`src/sv/brf_pkg.sv`:
```
// ---------------------------------------------------------------------------
// brf_pkg: shared types and constants for the Burgers Rusanov flux core
// Widths of the grid samples, the flux datapath and the sample store.
// ---------------------------------------------------------------------------
package brf_pkg;

    // Grid store geometry.
    localparam int MAX_POINTS = 64;
    localparam int ADDR_W     = $clog2(MAX_POINTS);
    localparam int CNT_W      = ADDR_W + 1;

    // Sample and register widths, Q16.16.
    localparam int DATA_W = 32;
    localparam int FRAC_W = 16;

    // Datapath widths: products, face flux in Q32.16 and flux difference.
    localparam int PROD_W = 2 * DATA_W;
    localparam int FLUX_W = PROD_W - FRAC_W;
    localparam int DIFF_W = FLUX_W + 1;
    localparam int RND_W  = PROD_W + 1 - FRAC_W;
    localparam int SUM_W  = RND_W + 1;

    localparam logic [DATA_W-1:0] INV_DX_RESET = 32'h0001_0000;
    localparam logic [DATA_W-1:0] POS_LIMIT    = 32'h7FFF_FFFF;
    localparam logic [DATA_W-1:0] NEG_LIMIT    = 32'h8000_0000;

    typedef logic signed [DATA_W-1:0] sample_t;
    typedef logic        [DATA_W-1:0] mag_t;
    typedef logic        [PROD_W-1:0] prod_t;
    typedef logic signed [FLUX_W-1:0] flux_t;
    typedef logic signed [DIFF_W-1:0] diff_t;

    // Magnitude of a signed sample; the most negative value maps to 2^31.
    function automatic mag_t abs_sample(input sample_t v);
        mag_t r;
        r = v[DATA_W-1] ? mag_t'(-v) : mag_t'(v);
        return r;
    endfunction

endpackage

```
`src/sv/brf_mul.sv`:
```
// ---------------------------------------------------------------------------
// brf_mul: shared unsigned multiplier
// One 32x32 unsigned product per cycle, registered at the output.
// ---------------------------------------------------------------------------
module brf_mul
    import brf_pkg::*;
(
    input  logic  clk,
    input  mag_t  op_a,
    input  mag_t  op_b,
    output prod_t product
);

    prod_t product_reg;

    // Product register; the sequencer picks it up in the cycle after the operands.
    always_ff @(posedge clk)
    begin
        product_reg <= prod_t'(op_a) * prod_t'(op_b);
    end

    assign product = product_reg;

endmodule

```
`config.mk`:
```
export PLATFORM = sky130hd
export DESIGN_NAME = brf_mul
export DESIGN_NICKNAME = d
export VERILOG_FILES = /design/src/sv/brf_pkg.sv /design/src/sv/brf_mul.sv
export SDC_FILE = /design/constraint.sdc
export NUM_CORES = 2
export LEC_CHECK = 0
export BUFFER_PORTS_ARGS = -buffer_cell sky130_fd_sc_hd__buf_2
export CORE_MARGIN = 2
export CORE_UTILIZATION = 65
export CTS_CLUSTER_SIZE = 40
export DETAILED_ROUTE_END_ITERATION = 6
export PLACE_DENSITY = 0.83
export SYNTH_ARGS = -nofsm -noshare
export SYNTH_HDL_FRONTEND = slang
export SYNTH_SLANG_ARGS = --single-unit
export TNS_END_PERCENT = 30
```
`constraint.sdc`:
```
create_clock -name clk -period 17.2 [get_ports clk]
set_input_delay 3.44 -clock clk [delete_from_list [all_inputs] [get_ports clk]]
set_output_delay 3.44 -clock clk [all_outputs]
set_load 0.1 [all_outputs]
```
==> reports/qor.yml <==
route:
  wl_per_cell_um: 20.3
  drtPass1Iterations: 7
  antenna_left: 0
  via_per_inst: 5.81
  vias: 25362
  drt_drc_violations_left: 0
  drt-initial-drc-count: 1726
  routed_wirelength_um: 88600
sta:
  maxSlewHeadroom_pct: 44.6
  period_share_pct: 64.6
  finalHoldViolations: 0
  maxSlewViolCount: 0
  finalSetupViolCount: 0
  setup-tns-final_ns: 0
  max_freq_mhz: 89.9
  post-route-min-period_ns: 11.12
  rsz0062_at_grt: "false"
  worst_pin_slew_ns: 0.831
grt:
  grt_pass1_vias: 28086
  antenna_found_initial: 1
  grt_max_degree: 33
  track_usage_pct: 33.6
  grt_remaining_overflow: 0
  grt_pass1_wl_um: 146000
final_layout:
  syn_to_final_growth_pct: 3.02
  layout.nets: 4896
  layout.cells.most_common: "fa_1"
  nFillCells: 3978
  drive_above_1_share_pct: 4.51
  final_cell_mix: "fa_1, inv_1, and2_1"
  largest_reg_flops: 64
setup_path:
  cp_max_fo: 32
  worst-setup-path-type: "in2reg"
  path_cells: "buf_2, nand2_1, fa_1, inv_1, fa_1, fa_1, inv_1, fa_1, inv_1, fa_1, fa_1, fa_1, inv_1, fa_1, inv_1, ha_1, nand4_1, or4_1, or3_1, a31oi_1, a31o_2, a211oi_1, o21ai_1, xor2_1"
  crit_path_frequent_cell: "fa_1"
  cp_top_family: "adder cells"
  end_kind: "flip-flop"
  cpPeakStageDelay_ns: 0.58
  critPathLaunchType: "primary input"
  arrival_ns: 11.40
  cp_slowest_cell: "fa_1"
  cp.required_ns: 17.48
  path_buf_inv: 6
run_status:
  status: "finished clean"
placed_design:
  hpwl_um: 69600
  numPortBuffers: 128
  place.gp.congestion: 0.945
clock_network:
  clk_pin_slew_ns: 0.06
  cts_tree: "yes"
  cts_setup_buffers: 0
  cts_htree_levels: 3
  cts_buffers: 9
  clockBufferDepth: 2
  ctsResizeCount: 0
  clockRootBuffer: "clkbuf_16"
  cts.sinks: 64
  cts_hold_buffers: 0
synth:
  synth_flop_cell: "dfxtp_1"
  synth_area_mm2: 0.0347
  syn_nets: 4972
  syn_avg_cell_area_um2: 9.25
  synth-seq-cells: 64
  yosys_warnings: 0
  yosys.cell_types.count: 57
  yosysSeqAreaShare_pct: 3.69
  synth_edf_count: 0
  synth_top_area_share_pct: 51.7
  yosys.area.top_type: "fa_1"
  ys_async_sr_fraction_pct: 0
  synthTopCellsByArea: "fa_1, and2_1, ha_1"
  synthCells: 3748
die:
  rows: 84
  design.core.area_mm2: 0.0527
  die_width_um: 235
  ioPinCount: 129
  initial_core_util_pct: 65.9
  die_h_um: 235
  die_area_mm2: 0.0552
hold_path:
  hold_class: "in2reg"
flow_run:
  drv_cap: 0
==> cell usage after synthesis, types with 2 or more instances <==
cell type	n
o21bai_1	10
or4_1	3
nor2_1	20
o221ai_1	3
a221oi_4	3
o21ai_1	5
clkbuf_1	213
a221o_1	4
o31ai_4	3
o31ai_1	2
xnor2_1	35
nand4_1	23
ha_1	263
inv_1	865
nand2_1	480
nor2b_1	2
xor2_1	25
o21ai_0	21
fa_1	896
o21a_1	9
a21boi_1	3
a21oi_2	3
a211oi_1	3
or2_2	3
a21oi_1	63
dfxtp_1	64
and3_1	14
or3_1	3
a31oi_1	12
nand2b_1	2
nand3_1	10
a21o_1	40
o211ai_1	2
and4_1	3
and2_1	602
a311oi_1	2
o221a_2	2
buf_2	6
and3b_1	2
nor3_1	7
==> layer usage <==
layer	track usage, %	wire [um]
met3	5.78	6750
met5	0	13
met2	57.1	44700
met4	18.4	5570
met1	41.1	31600
==> final cells by class <==
class | instances | area, um2 | area share [%]
Antenna cell | 1 | 2.50 | 0.00701
Clock buffer | 11 | 253 | 0.708
Clock inverter | 5 | 86.3 | 0.242
Inverter | 865 | 3250 | 9.09
Multi-Input combinational cell | 2599 | 29300 | 82.1
Sequential cell | 64 | 1280 | 3.59
Tap cell | 688 | 861 | 2.41
Timing Repair Buffer | 133 | 678 | 1.90
==> kinds of logic (layout without fill, tap and decap cells) <==
logic type / count (synthesis) / count (layout) / share of synthesized area [%]
AO/OA/AOI/OAI: 202 / 202 / 4.15
AND/OR/NAND/NOR: 1177 / 1177 / 17.6
other: 0 / 1 / 0
buffers and inverters: 1085 / 1014 / 11.8
flip-flops: 64 / 64 / 3.69
XOR/XNOR: 60 / 60 / 1.52
adder cells (fa/ha/maj): 1159 / 1159 / 61.2
multiplexers: 1 / 1 / 0.0289
==> through the flow <==
stage                     instances  util (%)  setup slack, ns  hold WS [ns]  instance area (um2)
after detailed placement       4349      67.2             5.89          3.99                35400
final                          4366      67.8             6.08          3.74                35700
after CTS                      4365      67.8             6.25          3.73                35700
after global routing           4365      67.8             5.81          3.76                35700
after floorplan                3748         -             7.01          3.57                34700
after global placement         4349      67.2             6.09          3.99                35400
==> worst paths after layout <==
kind / start / cells past startpoint / endpoint / slack (ns)
worst min-delay path: op_a[0] / 2 / product[0] / 3.74
worst max-delay path: op_a[30] / 24 / product[62] / 6.08
Power is left out: the tool's default activity adds up to more than one toggle a clock period on the data nets, which glitch-free logic cannot reach.
